$ cat src/hw/rtl/bppf_pkg.sv
// Shared constants, codes and controller/datapath handshake structs for
// the body polygon point filter. No dependencies.
package bppf_pkg;

   // Defaults for the top-level parameters
   localparam int MAX_VERTICES_DEFAULT = 16;
   localparam int COORD_WIDTH_DEFAULT  = 24;

   // Fixed field widths
   localparam int INDEX_WIDTH     = 4;
   localparam int COUNT_WIDTH     = 5;
   localparam int INTENSITY_WIDTH = 16;
   localparam int CSR_INDEX_WIDTH = 2;

   // Smallest polygon that can enclose anything
   localparam int MIN_VERTICES = 3;

   // Reset values of the z limits
   localparam int BODY_Z_LOW_RESET  = -2048;
   localparam int BODY_Z_HIGH_RESET = 0;

   // Item commands
   localparam logic CMD_WRITE_VERTEX = 1'b0;
   localparam logic CMD_CLASSIFY     = 1'b1;

   // Register indexes
   localparam logic [CSR_INDEX_WIDTH-1:0] CSR_BODY_ENABLE  = 2'd0;
   localparam logic [CSR_INDEX_WIDTH-1:0] CSR_VERTEX_COUNT = 2'd1;
   localparam logic [CSR_INDEX_WIDTH-1:0] CSR_BODY_Z_LOW   = 2'd2;
   localparam logic [CSR_INDEX_WIDTH-1:0] CSR_BODY_Z_HIGH  = 2'd3;

   // Controller to datapath
   typedef struct packed {
      logic accept_vertex;
      logic accept_point;
      logic issue;
      logic load_out;
   } ctrl_cmd_type;

   // Datapath to controller
   typedef struct packed {
      logic point_active;
      logic last_issue;
      logic pipe_busy;
      logic in_body;
      logic out_free;
   } ctrl_status_type;

endpackage

$ cat src/hw/rtl/bppf_controller.sv
// Sequencing state machine: accepts items, runs the edge sweep, drains the
// datapath pipeline and hands the result over. Depends on bppf_pkg.
module bppf_controller
   import bppf_pkg::*;
(
   input  logic            clock,
   input  logic            reset,
   input  logic            req_valid,
   input  logic            req_command,
   output logic            req_ready,
   input  ctrl_status_type stat,
   output ctrl_cmd_type    cmd
);

   typedef enum logic [3:0] {
      ST_IDLE  = 4'b0001,
      ST_SWEEP = 4'b0010,
      ST_DRAIN = 4'b0100,
      ST_DONE  = 4'b1000
   } state_type;

   state_type state_ff, state_in;
   logic      accept;

   assign req_ready = (state_ff == ST_IDLE);
   assign accept    = req_valid && req_ready;

   // Next state and commands
   always_comb begin
      state_in = state_ff;
      cmd      = '0;
      unique case (state_ff)
         ST_IDLE: begin
            if (accept) begin
               if (req_command == CMD_WRITE_VERTEX) begin
                  cmd.accept_vertex = 1'b1;
               end else begin
                  cmd.accept_point = 1'b1;
                  state_in = stat.point_active ? ST_SWEEP : ST_DONE;
               end
            end
         end
         ST_SWEEP: begin
            cmd.issue = 1'b1;
            if (stat.last_issue) state_in = ST_DRAIN;
         end
         ST_DRAIN: begin
            if (!stat.pipe_busy) state_in = ST_DONE;
         end
         ST_DONE: begin
            // inside the body: drop; otherwise wait for the output register
            if (stat.in_body) begin
               state_in = ST_IDLE;
            end else if (stat.out_free) begin
               cmd.load_out = 1'b1;
               state_in = ST_IDLE;
            end
         end
         default: state_in = ST_IDLE;
      endcase
   end

   always_ff @(posedge clock) begin
      if (reset) state_ff <= ST_IDLE;
      else       state_ff <= state_in;
   end

endmodule

$ cat config.mk
export PLATFORM = sky130hd
export DESIGN_NAME = bppf_controller
export DESIGN_NICKNAME = d
export VERILOG_FILES = /design/src/hw/rtl/bppf_pkg.sv /design/src/hw/rtl/bppf_controller.sv
export SDC_FILE = /design/constraint.sdc
export NUM_CORES = 1
export LEC_CHECK = 0
export BUFFER_PORTS_ARGS = -buffer_cell sky130_fd_sc_hd__buf_2
export CAP_MARGIN = 25
export CORE_AREA = 8 8 45 47
export DETAILED_ROUTE_END_ITERATION = 6
export DIE_AREA = 0 0 53 55
export GPL_TIMING_DRIVEN = 0
export SETUP_SLACK_MARGIN = 0.1
export SYNTH_ARGS = -nofsm -noshare
export SYNTH_HDL_FRONTEND = slang
export SYNTH_SLANG_ARGS = --single-unit
$ cat constraint.sdc
create_clock -name clock -period 2.04 [get_ports clock]
set_clock_uncertainty 0.1 [all_clocks]
set_input_delay 0.204 -clock clock [delete_from_list [all_inputs] [get_ports clock]]
set_output_delay 0.204 -clock clock [all_outputs]
set_load 0.01 [all_outputs]
=== Word-level counts from Yosys, hierarchy flattened ===
Cells that the tools add are included.

* Equal/unequal tests: 9
* Multiplexer cells: 16
* Reductions and logical operators: 2

{| class="wikitable"
|+ Operator list
! kind !! count
|-
| $mux W4 || 7
|-
| $pmux W4 S4 || 1
|-
| $mux W1 || 6
|-
| $ne A2 B2 Y1 const B || 3
|-
| $reduce_and A5 Y1 || 1
|-
| $eq A4 B1 Y1 const B || 1
|-
| $eq A4 B2 Y1 const B || 1
|-
| $eq A4 B3 Y1 const B || 1
|-
| $eq A4 B4 Y1 const B || 1
|-
| $mux W2 || 2
|-
| $ne A3 B3 Y1 const B || 1
|-
| $ne A2 B1 Y1 const B || 1
|-
| $logic_and A1 B1 Y1 || 1
|}

* Bits in registers: 4
* Input bits: 9

=== Depth between registers and ports, before layout ===
Gate-level depths: netlist of the first run.

* Word-level depth: 4
* Gate-level depth with buffers: 4
* Depth with buffers taken out: 3

=== Worst setup path after synthesis of the first run ===
No wires, ideal clock.

* Path type: register -> register
* Start: register state_ff[2]
* End: register state_ff[0]
* Library setup time: 0.122 ns
* Arrival: 1.318 ns
* Setup slack: 0.501 ns
* Cell stages (with the launch flop): 5
* Path through: dfxtp_1 -> buf_6 -> nor3_2 -> or4b_1 -> a221o_1

* Longest elaborated chain between the ends: 4

{| class="wikitable"
|+ Ends and longest elaborated chain
! item !! line !! RTL
|-
| from (decl) || bppf_controller.sv:22 || <nowiki>state_type state_ff, state_in;</nowiki>
|-
| from (signal assigned) || bppf_controller.sv:65 || <nowiki>else state_ff <= state_in;</nowiki>
|-
| $eq A4 B1 Y1 || bppf_controller.sv:25, bppf_controller.sv:32 ||
|-
| $logic_and A1 B1 Y1 || bppf_controller.sv:26 || <nowiki>assign accept = req_valid && req_ready;</nowiki>
|-
| $ne A2 B1 Y1 (no source line) || n/a ||
|-
| $reduce_and A5 Y1 (no source line) || n/a ||
|}

Several ways; a longest one is shown, not always the timed one.
A chain may end at the register's enable or synchronous reset.

==> flow_summary.toml, run 1 <==
[status]
run_status = "finished, final reports clean"

[timing]
fmax_ghz = 0.6126
hold_viol_final = 0
setup-tns-final_ns = 0
tightestPinTransition_ns = 0.3199
fin_crit_sh = 0.8002
rsz0062_at_grt = "false"
final-max-slew-violation-count = 0
hold-worst-slack_ns = 0.07949
timing.slew.headroom = 0.7812
setup_viol_count_final = 0
period_minus_slack_ns = 1.632

[global_routing]
grt.met1_usage = 0.07110
global_route.overflow_total = 0
grt_util_met2 = 0.05859
grtUsageMet3 = 0.05348
vias_in_the_first_global_route = 269
grt_pass1_wl_um = 1131
largest_net_degree_at_the_start_of_global_routing = 10
grt_util_all_layers = 0.05292
grt_most_used_layer = "met1"
initial_antenna_violation_count = 0

[cts]
cts_inserted_buffers = 3
ctsHtreeMaxLevel = 1
cts.clk_slew.worst_paths_ns = 0.04
cts.root.buffer_cell = "sky130_fd_sc_hd__clkbuf_4"
postcts_resize_cnt = 0
tritoncts_sinks = 4
cts_max_path_buffers = 2
cts_setup_buffers = 0
postCtsHoldBufs = 0
clk_latency_ns = 0.23
cts_tree = "yes"

[worst_setup_path]
worst_path_required_time_ns = 1.74
timing.critical_path.arrival_ns = 1.33
crit-reg2reg-capture = "state_ff[0]"
critical_path.startpoint_type = "flip-flop"
critPathKind = "reg -> out"
worst_setup_path_startpoint = "state_ff[3]"
timing.critical_path.slowest_stage_cell = "sky130_fd_sc_hd__nor4b_4"
worst-path-max-fanout = 6
r2r_start = "state_ff[2]"
cell_by_cell_trace_of_the_critical_path = "nor4b_4 -> and3_1 -> buf_2"
end_kind = "output pin"
worst-r2r-cell-count = 4
r2r_setup_slack_ns = 0.42
critical-path-max-stage-delay_ns = 0.40

[layout]
largest_register_ffs = 4
fin_area_um2 = 392.9
num-nets-final = 56
drive_gt1_frac = 0.4667
insertedDiodeCount = 0
top_regs = "state_ff: 4 flops"
instances_no_fill = 61
layout-area-overhead-vs-synth_pct = 37.72
finish.utilization = 0.2839
max_flop_register = "state_ff"
nFillCells = 158

[floorplan]
core_area_um2 = 1384
fp.dieH_um = 55
ios = 14
floorplan.initialDensity = 0.2061
dieArea_um2 = 2915
floorplan.die.width_um = 53
placement_rows = 14

[detailed_routing]
wire_length_per_cell_after_detailed_routing_um = 11.51
drc = 0
dr_total_vias = 281
routed_via_density = 4.607
drt_first_iter_violations = 4
firstDrtPassIters = 4
postRouteAntennaNets = 0
postRouteWirelength_um = 702

[min_path]
whs_path_depth = 2
min-delay-path-class = "in -> reg"
startpoint_of_the_tightest_hold_check_path = "reset"
hold_path_end = "state_ff[1]"

[placement]
place.port_buffers = 13
finalWeightedCongestion = 0.7074
hpwl_um = 553.3
placedInstanceArea_um2 = 370.4
placed_cells = 58

[logic_synthesis]
yosysSeqAreaShare = 0.2807
leading_post_synthesis_cells_by_cell_area = "sky130_fd_sc_hd__dfxtp_1 28%, sky130_fd_sc_hd__nor4b_4 8.3%, sky130_fd_sc_hd__buf_6 7.9%"
ys_ff_latch = 4
synth_area_leader_cell = "sky130_fd_sc_hd__dfxtp_1"
yosys.area.top_type_share = 0.2807
yosysWarnings = 0
post_synth_inst_count = 29
syn_area_um2 = 285.3
post_synth_num_cell_types = 23
synthesis.area_per_instance_um2 = 9.837
synth_fp_nets = 38

[job]
drv_cap = 0

[power]
irDropWorstVdd_v = 0.0004704
power-per-cell-area_nw_per_um2 = 590.6
power.leakage_uw = 0.0001785
==> cell usage after synthesis <==
master                      n
sky130_fd_sc_hd__nor4_1     1
sky130_fd_sc_hd__dfxtp_1    4
sky130_fd_sc_hd__and4b_1    1
sky130_fd_sc_hd__nand2_1    2
sky130_fd_sc_hd__nand3b_1   2
sky130_fd_sc_hd__a221o_1    1
sky130_fd_sc_hd__o211ai_1   1
sky130_fd_sc_hd__nand2b_1   1
sky130_fd_sc_hd__or3b_1     1
sky130_fd_sc_hd__nor4b_4    1
sky130_fd_sc_hd__buf_6      2
sky130_fd_sc_hd__or4b_1     1
sky130_fd_sc_hd__nor4b_1    1
sky130_fd_sc_hd__nand4_1    1
sky130_fd_sc_hd__a2111oi_0  1
sky130_fd_sc_hd__a31oi_1    1
sky130_fd_sc_hd__nor3_2     1
sky130_fd_sc_hd__inv_2      1
sky130_fd_sc_hd__and3_1     1
sky130_fd_sc_hd__and3b_1    1
sky130_fd_sc_hd__a21oi_1    1
sky130_fd_sc_hd__xor2_1     1
sky130_fd_sc_hd__o21ai_0    1
==> cell families (layout without fill, tap and decap cells) <==
| group | after synthesis | count (layout) | synth area share |
|---|---|---|---|
| AND/OR/NAND/NOR | 15 | 15 | 0.4474 |
| flip-flops | 4 | 4 | 0.2807 |
| XOR/XNOR | 1 | 1 | 0.03071 |
| buffers and inverters | 3 | 19 | 0.09209 |
| AO/OA/AOI/OAI | 6 | 6 | 0.1491 |
==> layout by cell type (no fill, tap or decap), drive strengths merged, types with 2 or more instances in the layout <==
cell / n
buf: 15
clkbuf: 3
nand2: 2
nand3b: 2
nor4b: 2
dfxtp: 4
==> worst max-delay path, delay by kind of cell, from the launching register on <==
family	cells	cell delay (ns)
simple gates	2	0.60
flops	1	0.38
buf+inv	1	0.12
==> final cells by class <==
type | instances | area, µm² | share of cell area
plain buffers | 2 | 22.52 | 0.05732
clock buffers | 3 | 22.52 | 0.05732
inverters | 1 | 3.754 | 0.009554
multi-input cells | 22 | 178.9 | 0.4554
flip-flops and latches | 4 | 80.08 | 0.2038
well taps | 16 | 20.02 | 0.05096
repair buffers | 13 | 65.06 | 0.1656
==> stage by stage <==
step | setup WS (ns) | total power [µW]
after floorplan | 0.5006 | 114.9
after global placement | 0.4379 | 134.4
after detailed placement | 0.4319 | 135.1
after CTS | 0.3933 | 237.5
after global routing | 0.3039 | 247.9
final | 0.4077 | 232.0
==> report_power, final <==
group          total [µW]  switching, µW  internal (µW)
clock                98.8           33.0           65.9
sequential           87.6           5.45           82.1
combinational        45.6           20.2           25.5
==> how the worst max path moves through the flow <==
| stage | endpoint | cells after the start |
|---|---|---|
| global route | cmd[2] | 4 |
| CTS | cmd[3] | 4 |
| finish | cmd[2] | 3 |
| global placement | state_ff[0] | 4 |
| floorplan | state_ff[0] | 4 |
| detailed placement | state_ff[0] | 4 |
==> per-layer routing <==
layer	up-vias	share of wire
li1	150	-
met1	116	0.55
met2	15	0.30
met3	0	0.15
met4	0	0
met5	-	0
Power figures use the tool's default switching activity.
==> inputs of run 2 (changes only) <==
==> constraint.sdc (replaced) <==
create_clock -name clock -period 1.3 [get_ports clock]
set_clock_uncertainty 0.1 [all_clocks]
set_input_delay 0.13 -clock clock [delete_from_list [all_inputs] [get_ports clock]]
set_output_delay 0.13 -clock clock [all_outputs]
set_load 0.01 [all_outputs]
==> flow_summary.toml, run 2 (synthesis results as in run 1) <==
[layout]
final_cell_mix = "12 x sky130_fd_sc_hd__buf_2, 3 x sky130_fd_sc_hd__buf_6, 3 x sky130_fd_sc_hd__clkbuf_4, 3 x sky130_fd_sc_hd__buf_4"
finish.utilization = 0.3183
top_regs = "state_ff: 4 flops"
largest_register_ffs = 4
mostFrequentLayoutCell = "sky130_fd_sc_hd__buf_2"
layout-area-overhead-vs-synth_pct = 54.39
drive_gt1_frac = 0.5510
num-nets-final = 60
insertedDiodeCount = 0
max_flop_register = "state_ff"
nFillCells = 149

[timing]
tightestPinTransition_ns = 0.3347
fin_crit_sh = 1.204
final-max-slew-violation-count = 0
fmax_ghz = 0.6391
period_minus_slack_ns = 1.565
timing.slew.headroom = 0.7711
hold_viol_final = 0
postLayoutSetupSlackWorst_ns = -0.2648
setup_viol_count_final = 8
rsz0062_at_grt = "true"

[floorplan]
ios = 14
floorplan.initialDensity = 0.2061
placement_rows = 14
dieArea_um2 = 2915
core_area_um2 = 1384
fp.dieH_um = 55
floorplan.die.width_um = 53

[min_path]
hold_path_end = "state_ff[1]"
whs_path_depth = 3
startpoint_of_the_tightest_hold_check_path = "stat[3]"
min-delay-path-class = "in -> reg"

[worst_setup_path]
critPathKind = "reg -> out"
worst-r2r-cell-count = 5
critical-path-max-stage-delay_ns = 0.33
r2r_setup_slack_ns = -0.26
worst-path-max-fanout = 5
critical_path.startpoint_type = "flip-flop"
r2r_start = "state_ff[1]"
end_kind = "output pin"
timing.critical_path.arrival_ns = 1.33
cell_by_cell_trace_of_the_critical_path = "buf_6 -> nor4b_4 -> and3_1 -> buf_2"
crit-reg2reg-capture = "state_ff[3]"
worst_path_required_time_ns = 1.07
timing.critical_path.slowest_stage_cell = "sky130_fd_sc_hd__nor4b_4"

[cts]
cts_tree = "yes"
ctsHtreeMaxLevel = 1
cts_max_path_buffers = 2
clk_latency_ns = 0.24
cts_inserted_buffers = 3
cts.root.buffer_cell = "sky130_fd_sc_hd__clkbuf_4"
tritoncts_sinks = 4
cts.clk_slew.worst_paths_ns = 0.04

[power]
power.leakage_uw = 0.0002010
share_of_total_power_in_combinational_logic = 0.233
power.internal_uw = 288.8
irDropWorstVdd_v = 0.0003818
sw_frac_of_total = 0.2738
finalPower_uw = 397.7
clock_power_share = 0.417
switchingPower_uw = 108.9
seq_power_share = 0.351
power-per-cell-area_nw_per_um2 = 903.0

[detailed_routing]
drt_first_iter_violations = 10
firstDrtPassIters = 4
routed_via_density = 4.923
wire_length_per_cell_after_detailed_routing_um = 13.08
dr_total_vias = 320
postRouteAntennaNets = 0
drc = 0
postRouteWirelength_um = 850

[global_routing]
vias_in_the_first_global_route = 327
largest_net_degree_at_the_start_of_global_routing = 9
grt_pass1_wl_um = 1449
global_route.overflow_total = 0
initial_antenna_violation_count = 0
grt_util_all_layers = 0.06936

[status]
run_status = "complete, but fails checks"
violations = "negative setup slack"

[placement]
place.port_buffers = 13
finalWeightedCongestion = 0.6751
hpwl_um = 598.4

[job]
drv_cap = 0
## run 2: changes by cell type in the layout (fill, tap and decap cells not counted)
cell                            before  now
sky130_fd_sc_hd__buf_2              13   12
sky130_fd_sc_hd__buf_4               0    3
sky130_fd_sc_hd__buf_6               2    3
sky130_fd_sc_hd__dfxtp_1             4    2
sky130_fd_sc_hd__dfxtp_2             0    2
sky130_fd_sc_hd__dlygate4sd3_1       0    1
sky130_fd_sc_hd__nor4b_1             1    0
sky130_fd_sc_hd__nor4b_2             0    1
## run 2: layer usage
metal | GRT usage | routed length (µm) | vias to the layer above
met4 | 0.03879 | 4 | 0
li1 | - | - | 154
met2 | 0.1094 | 445 | 13
met3 | 0.04278 | 103 | 2
met5 | 0 | 0 | -
met1 | 0.06980 | 296 | 151
## run 2: timing repair
action                                 4_1_cts  5_1_grt
setup endpoints to repair                    8        9
endpoints found under the hold margin        2        0
hold buffers                                 1        0
resized for setup                            2        1
pin swaps                                    4        1
buffers inserted                             3        0
## run 2: power by group through the flow
| stage | Combinational (µW) | Sequential, µW | Clock (µW) |
|---|---|---|---|
| global route | 101 | 140 | 185 |
| detailed placement | 72.7 | 140 | 0 |
| finish | 92.6 | 139 | 166 |
| global placement | 71.1 | 140 | 0 |
| CTS | 90.7 | 139 | 171 |
| floorplan | 42.7 | 138 | 0 |
## run 2: cell type report
type | instances | area [µm²] | share of cell area
Multi-Input combinational cell | 22 | 185.2 | 0.4205
Clock buffer | 3 | 22.52 | 0.05114
Tap cell | 16 | 20.02 | 0.04545
Inverter | 1 | 3.754 | 0.008523
Buffer | 2 | 22.52 | 0.05114
Timing Repair Buffer | 17 | 103.9 | 0.2358
Sequential cell | 4 | 82.58 | 0.1875
## run 2: worst max-delay path by stage
stage,cells after the start,endpoint,start,slack [ns]
floorplan,4,state_ff[0],state_ff[2],-0.18
global placement,3,state_ff[0],state_ff[0],-0.23
detailed placement,3,state_ff[0],state_ff[0],-0.25
CTS,4,cmd[2],state_ff[1],-0.28
global route,5,state_ff[3],state_ff[1],-0.36
finish,4,cmd[2],state_ff[1],-0.26
## run 2: worst max-delay path, delay by kind of cell (launching register included)
| family | cells | cell delay, ns |
|---|---|---|
| and+or+nand+nor | 2 | 0.54 |
| buffers and inverters | 2 | 0.25 |
| DFF | 1 | 0.30 |
## run 2: through the flow
step | hold slack [ns] | area [µm²] | setup TNS (ns) | setup WS (ns) | instances
after floorplan | 0.09200 | 286.5 | -0.3906 | -0.1764 | 29
after detailed placement | 0.2536 | 371.6 | -0.4498 | -0.2461 | 58
after global placement | 0.2421 | 371.6 | -0.4171 | -0.2296 | 58
after global routing | 0.06151 | 440.4 | -2.127 | -0.3559 | 65
final | 0.06445 | 440.4 | -1.418 | -0.2648 | 65
after CTS | 0.05670 | 434.2 | -1.586 | -0.2777 | 65
